$ cat config.mk
export PLATFORM = sky130hd
export DESIGN_NAME = dss_ctrl
export DESIGN_NICKNAME = d
export VERILOG_FILES = /design/src/assert_macros.svh /design/src/dss_pkg.sv /design/src/dss_ctrl.sv
export SDC_FILE = /design/constraint.sdc
export NUM_CORES = 1
export LEC_CHECK = 0
export BUFFER_PORTS_ARGS = -buffer_cell sky130_fd_sc_hd__buf_4
export CORE_UTILIZATION = 51
export DETAILED_ROUTE_END_ITERATION = 10
export PLACE_DENSITY = 0.84
export RECOVER_POWER = 50
export SETUP_SLACK_MARGIN = 0.3
export SYNTH_ARGS = -nofsm -noshare
export SYNTH_HDL_FRONTEND = slang
export SYNTH_SLANG_ARGS = --single-unit
$ cat constraint.sdc
create_clock -name clk_i -period 4.1 [get_ports clk_i]
set_input_delay 0.41 -clock clk_i [delete_from_list [all_inputs] [get_ports clk_i]]
set_output_delay 0.41 -clock clk_i [all_outputs]
set_load 0.005 [all_outputs]
$ cat src/assert_macros.svh
// Assertion macros shared by the smoother RTL.
// No dependencies; include by bare file name.
`ifndef ASSERT_MACROS_SVH
`define ASSERT_MACROS_SVH

`define DSS_ASSERT(lbl, clk, rst_n, prop, msg) \
  lbl: assert property (@(posedge clk) disable iff (!rst_n) prop) else $error(msg);

`define DSS_ASSERT_NEVER(lbl, clk, rst_n, cond, msg) \
  `DSS_ASSERT(lbl, clk, rst_n, !(cond), msg)

`endif

$ cat src/dss_pkg.sv
// Shared constants, codes and control/status types of the share smoother.
// No dependencies.
package dss_pkg;

  localparam int unsigned MAX_BINS_DEF = 64;

  localparam int unsigned SHARE_W    = 32;
  localparam int unsigned BIN_IDX_W  = 6;
  localparam int unsigned CFG_IDX_W  = 3;
  localparam int unsigned CFG_DATA_W = 8;

  localparam int unsigned WIN_W  = 7;
  localparam int unsigned PCT_W  = 7;
  localparam int unsigned PASS_W = 8;
  localparam int unsigned HALF_W = WIN_W - 1;
  localparam int unsigned HH_W   = 2 * HALF_W + 1;
  localparam int unsigned TRI_W  = 11;
  localparam int unsigned STEP_W = PCT_W + HALF_W;
  localparam int unsigned KEEP_W = 9;
  localparam int unsigned COEF_W = KEEP_W + TRI_W + 1;
  localparam int unsigned PROD_W = SHARE_W + 1 + COEF_W;
  localparam int unsigned ACC_W  = 64;
  localparam int unsigned DEN_W  = 18;
  localparam int unsigned REM_W  = DEN_W + SHARE_W;
  localparam int unsigned QCNT_W = $clog2(SHARE_W);

  localparam int unsigned PCT_SCALE  = 100;
  localparam int unsigned HALF_SCALE = 50;

  localparam logic [WIN_W-1:0]  WINDOW_RST = 7'd2;
  localparam logic [PASS_W-1:0] PASSES_RST = 8'd1;

  typedef enum logic [CFG_IDX_W-1:0] {
    REG_WINDOW   = 3'd0,
    REG_FORWARD  = 3'd1,
    REG_BACKWARD = 3'd2,
    REG_PASSES   = 3'd3,
    REG_WRAP     = 3'd4
  } cfg_reg_e;

  typedef enum logic [4:0] {
    ST_LOAD,
    ST_SETUP1,
    ST_SETUP2,
    ST_PASS_CHK,
    ST_CLEAR,
    ST_SRC_RD,
    ST_KEEP_A,
    ST_KEEP_B,
    ST_NB_STEP,
    ST_BWD_A,
    ST_BWD_B,
    ST_FWD_A,
    ST_FWD_B,
    ST_SRC_NEXT,
    ST_SET_RD,
    ST_SET_CHK,
    ST_SET_DIV,
    ST_SET_NEXT,
    ST_EMIT_RD,
    ST_EMIT_WAIT
  } dss_state_e;

  typedef enum logic [1:0] {
    TGT_SELF,
    TGT_LO,
    TGT_HI
  } tgt_e;

  typedef enum logic [1:0] {
    RES_ZERO,
    RES_SAT,
    RES_QUOT
  } res_e;

  typedef struct packed {
    logic load_en;
    logic cnt_clr;
    logic setup1;
    logic setup2;
    logic idx_clr;
    logic idx_inc;
    logic pass_clr;
    logic pass_inc;
    logic cur_rd;
    logic nb_init;
    logic nb_step;
    logic nb_dec;
    logic acc_clr;
    logic add_a;
    logic add_b;
    logic acc_rd;
    logic div_start;
    logic cur_wr;
    tgt_e tgt;
    res_e res;
  } dss_cmd_t;

  typedef struct packed {
    logic idx_last;
    logic h_zero;
    logic j_last;
    logic passes_left;
    logic acc_nonpos;
    logic acc_sat;
    logic div_done;
  } dss_sts_t;

endpackage

$ cat src/dss_ctrl.sv
// Sequencer of the smoother: load, setup, passes (clear, scatter, settle), emit.
// Depends on dss_pkg for the state, command and status types.
module dss_ctrl import dss_pkg::*; (
  input  logic     clk_i,
  input  logic     rst_ni,
  input  logic     in_valid_i,
  input  logic     in_last_i,
  input  logic     out_ready_i,
  input  dss_sts_t sts_i,
  output dss_cmd_t cmd_o,
  output logic     in_ready_o,
  output logic     out_valid_o
);

  dss_state_e state_q, state_d;

  always_ff @(posedge clk_i or negedge rst_ni) begin
    if (!rst_ni) begin
      state_q <= ST_LOAD;
    end else begin
      state_q <= state_d;
    end
  end

  always_comb begin
    state_d = state_q;
    case (state_q)
      ST_LOAD: begin
        if (in_valid_i && in_last_i) state_d = ST_SETUP1;
      end
      ST_SETUP1:   state_d = ST_SETUP2;
      ST_SETUP2:   state_d = ST_PASS_CHK;
      ST_PASS_CHK: state_d = sts_i.passes_left ? ST_CLEAR : ST_EMIT_RD;
      ST_CLEAR: begin
        if (sts_i.idx_last) state_d = ST_SRC_RD;
      end
      ST_SRC_RD:   state_d = ST_KEEP_A;
      ST_KEEP_A:   state_d = ST_KEEP_B;
      ST_KEEP_B:   state_d = sts_i.h_zero ? ST_SRC_NEXT : ST_NB_STEP;
      ST_NB_STEP:  state_d = ST_BWD_A;
      ST_BWD_A:    state_d = ST_BWD_B;
      ST_BWD_B:    state_d = ST_FWD_A;
      ST_FWD_A:    state_d = ST_FWD_B;
      ST_FWD_B:    state_d = sts_i.j_last ? ST_SRC_NEXT : ST_NB_STEP;
      ST_SRC_NEXT: state_d = sts_i.idx_last ? ST_SET_RD : ST_SRC_RD;
      ST_SET_RD:   state_d = ST_SET_CHK;
      ST_SET_CHK: begin
        state_d = (sts_i.acc_nonpos || sts_i.acc_sat) ? ST_SET_NEXT : ST_SET_DIV;
      end
      ST_SET_DIV: begin
        if (sts_i.div_done) state_d = ST_SET_NEXT;
      end
      ST_SET_NEXT: state_d = sts_i.idx_last ? ST_PASS_CHK : ST_SET_RD;
      ST_EMIT_RD:  state_d = ST_EMIT_WAIT;
      ST_EMIT_WAIT: begin
        if (out_ready_i) state_d = sts_i.idx_last ? ST_LOAD : ST_EMIT_RD;
      end
      default:     state_d = ST_LOAD;
    endcase
  end

  always_comb begin
    cmd_o       = '0;
    in_ready_o  = 1'b0;
    out_valid_o = 1'b0;
    case (state_q)
      ST_LOAD: begin
        in_ready_o    = 1'b1;
        cmd_o.load_en = in_valid_i;
      end
      ST_SETUP1: begin
        cmd_o.setup1   = 1'b1;
        cmd_o.pass_clr = 1'b1;
      end
      ST_SETUP2:   cmd_o.setup2 = 1'b1;
      ST_PASS_CHK: cmd_o.idx_clr = 1'b1;
      ST_CLEAR: begin
        cmd_o.acc_clr = 1'b1;
        cmd_o.idx_clr = sts_i.idx_last;
        cmd_o.idx_inc = !sts_i.idx_last;
      end
      ST_SRC_RD: begin
        cmd_o.cur_rd  = 1'b1;
        cmd_o.nb_init = 1'b1;
      end
      ST_KEEP_A: begin
        cmd_o.add_a = 1'b1;
        cmd_o.tgt   = TGT_SELF;
      end
      ST_KEEP_B:  cmd_o.add_b = 1'b1;
      ST_NB_STEP: cmd_o.nb_step = 1'b1;
      ST_BWD_A: begin
        cmd_o.add_a = 1'b1;
        cmd_o.tgt   = TGT_LO;
      end
      ST_BWD_B:   cmd_o.add_b = 1'b1;
      ST_FWD_A: begin
        cmd_o.add_a = 1'b1;
        cmd_o.tgt   = TGT_HI;
      end
      ST_FWD_B: begin
        cmd_o.add_b  = 1'b1;
        cmd_o.nb_dec = !sts_i.j_last;
      end
      ST_SRC_NEXT: begin
        cmd_o.idx_clr = sts_i.idx_last;
        cmd_o.idx_inc = !sts_i.idx_last;
      end
      ST_SET_RD: cmd_o.acc_rd = 1'b1;
      ST_SET_CHK: begin
        if (sts_i.acc_nonpos) begin
          cmd_o.cur_wr = 1'b1;
          cmd_o.res    = RES_ZERO;
        end else if (sts_i.acc_sat) begin
          cmd_o.cur_wr = 1'b1;
          cmd_o.res    = RES_SAT;
        end else begin
          cmd_o.div_start = 1'b1;
        end
      end
      ST_SET_DIV: begin
        cmd_o.cur_wr = sts_i.div_done;
        cmd_o.res    = RES_QUOT;
      end
      ST_SET_NEXT: begin
        cmd_o.pass_inc = sts_i.idx_last;
        cmd_o.idx_inc  = !sts_i.idx_last;
      end
      ST_EMIT_RD: cmd_o.cur_rd = 1'b1;
      ST_EMIT_WAIT: begin
        out_valid_o = 1'b1;
        if (out_ready_i) begin
          cmd_o.cnt_clr = sts_i.idx_last;
          cmd_o.idx_inc = !sts_i.idx_last;
        end
      end
      default: begin
        cmd_o = '0;
      end
    endcase
  end

endmodule

==> metrics <==
routed length per instance 15.15 um; reg-to-reg slack, setup 2150 ps; Worst setup EP type output port; Die W 43.65 um; EDFF count, synth 0; Final #Nets 163; area grow syn2layout 22.21%; leak pwr 0.4821 nW; Hold Path Class primary input to register; layout cell share with drive strength beyond 1 0.2867; Sequential Power Share 0.263; antenna viol nets, final 0; Finished Cell Area 1081 um^2; Cell Chain, Critical Path nand2_1 > o22ai_1 > nand2b_1 > a21oi_1 > buf_4; Distinct cells, synth 47; CP endpoint cmd_o[17]; Max-slew headroom 0.4269; status complete, but fails checks; Reg with most FFs state_q; Setup crit start state_q[1]; Clock Latency Late Sink 250 ps; synth warn 0; ANT cells 0; FF-to-FF End state_q[0]; largest net degree at the start of global routing 32; largest stage delay on the critical path 770 ps; Clock Pin Slew Worst Setup and Hold Paths 50 ps; Sw Ratio 0.5291; CP max stage cell dfrtp_1; async set-reset flop share out of synthesis 1.000; Net Sw Power 0.4198 mW; CTS resizes 0; max-cap check violation count 0; Post-Place Cell Area 1075 um^2; Comb pwr share 0.662; peak supply drop 393.3 uV; Ports 36; Starting Density 0.5674; min Tclk post-route 2490 ps; placer congestion estimate 0.8966; kind of critical path register to output port; H-tree lvl count 1; Syn Std Cell Area 884.6 um^2; #FFs+latches synth 5; setup tns final 0 ps; clock buffer count from CTS 3; critical path arrival 2080 ps; final setup fails 0; Post-CTS Repair Setup Buffers 0; RSZ-0062 raised after global routing false; Via Count 1025; clk root buf clkbuf_4; DIE AREA 1905 um^2; Syn Inst Count 125; Avg Cell Area, Syn 7.077 um^2; post-route clock period utilization 0.6073; Pwr Density 733.9 nW/um^2; syn_nets 137; Total GRT Usage 0.2836; Layout Utilization 0.6934; Clock Skews 4.193 ps; Die Height 43.65 um; Final HPWL DP 1.822 mm; Seq/Total Area, Yosys 0.1414; global-route wire length before repair 4.057 mm; failing checks DRC; CP required 3690 ps; drt drc 4; R2R depth 4; Vias/cell 6.175; First-pass DRT Iterations 7; Critical R2R Launch state_q[2]; dominant synthesized flop cell dfrtp_1; initial antenna violation count 0; Hold Vio Cnt, Final 0; Int Pwr 0.3736 mW; Routed WL 2.515 mm; vias in the first global route 891; Rows 14; CTS tree built; critical path peak fanout 22; crit start category register; Clock Sinks 5; Clock Power Share 0.075; Peak Freq 0.4016 GHz; total gr overflow 0; starting DRC count in detailed routing 65; Core Region 1559 um^2; fin. max-slew vios 0; Tightest Pin Transition 859.7 ps; Port Buffers 35; Largest regs state_q x5; max FFs per register 5; CTS Buffer Depth 2
-- layout make-up --
cell class,count,area (um^2)
clock inverter,1,5.005
tap,16,20.02
clock buffer,3,22.52
inverter,2,7.507
multi-input combinational,103,631.9
timing repair buffer,36,269.0
fill,160,478.0
sequential,5,125.1
-- routing by layer --
metal	vias to the layer above	GRT usage	wire length, um
met5	-	0	0
li1	503	-	-
met3	4	0.07500	280
met2	68	0.4746	1219
met1	450	0.3692	996
met4	0	0.05000	19
-- stage by stage --
stage	instances	power (mW)	hold WS (ps)	worst slack, ps
finish	166	0.7934	515.8	1610
global route	166	0.8610	531.6	1457
CTS	166	0.8160	486.5	1702
detailed placement	161	0.7559	213.7	1975
global placement	161	0.7475	211.5	2048
floorplan	125	0.6293	114.4	2473
-- worst min-delay path by stage --
stage	from	to	depth (start not counted)	slack [ps]
global route	out_ready_i	state_q[1]	3	530
CTS	rst_ni	state_q[1]	2	490
global placement	rst_ni	state_q[4]	1	210
detailed placement	rst_ni	state_q[1]	1	210
finish	out_ready_i	state_q[1]	3	520
floorplan	rst_ni	state_q[0]	0	110
-- worst max-delay path: cells and delay by family (launching register included) --
family	cells	cell delay (ps)
simple gates	2	500
flops	1	770
compound gates	2	420
buf+inv	1	140
-- cells by family (layout without fill, tap and decap cells) --
kind of cell    count (synthesis)  count (layout)  share of synthesized area
mux                             2               2                    0.02263
flops                           5               5                     0.1414
compound gates                 29              29                     0.2334
xor+xnor                        1               1                   0.009903
simple gates                   71              71                     0.4795
buf+inv                        17              42                     0.1131
-- power by group through the flow --
stage          registers (mW)  clock network (mW)  logic [mW]
4_1_cts                 0.205              0.0594       0.552
3_3_place_gp            0.203                   0       0.545
2_1_floorplan          0.0894                   0       0.540
5_1_grt                 0.218              0.0643       0.579
3_5_place_dp            0.206                   0       0.550
6_report                0.209              0.0593       0.526
-- synthesized netlist by cell type, types with 2 or more instances --
library cell  number  share of area
a21oi_1            6          0.034
a22o_1             2          0.020
a31oi_1            4          0.028
and3b_1            2          0.020
buf_2              8          0.045
buf_4              3          0.025
buf_6              2          0.025
dfrtp_1            5           0.14
mux2i_1            2          0.023
nand2_1            8          0.034
nand2b_1           6          0.042
nand3b_1           4          0.034
nand4_1            2          0.014
nor2_1            16          0.068
nor2b_1            4          0.028
nor3_1            12          0.068
nor4_1             2          0.014
nor4b_4            2          0.054
o21ai_1            4          0.023
or2_1              3          0.021
or3_1              2          0.014
-- cells in the final DEF, fill, tap and decap left out, types with 3 or more instances in the layout --
cell / synthesis / final
buf_4: 3 / 29
a21oi_1: 6 / 6
or2_1: 3 / 3
nand3b_1: 4 / 4
a31oi_1: 4 / 4
nand2b_1: 6 / 6
o21ai_1: 4 / 3
dfrtp_1: 5 / 5
nand2_1: 8 / 9
nor3_1: 12 / 12
nor2b_1: 4 / 4
nor2_1: 16 / 16
o21ai_0: 1 / 3
clkbuf_4: 0 / 8
-- timing repair --
item,CTS,global route
endpoints found under the hold margin,5,0
hold buffers,1,0
endpoints found under the setup margin,0,0
No activity file was read; power rests on OpenSTA's default activity.
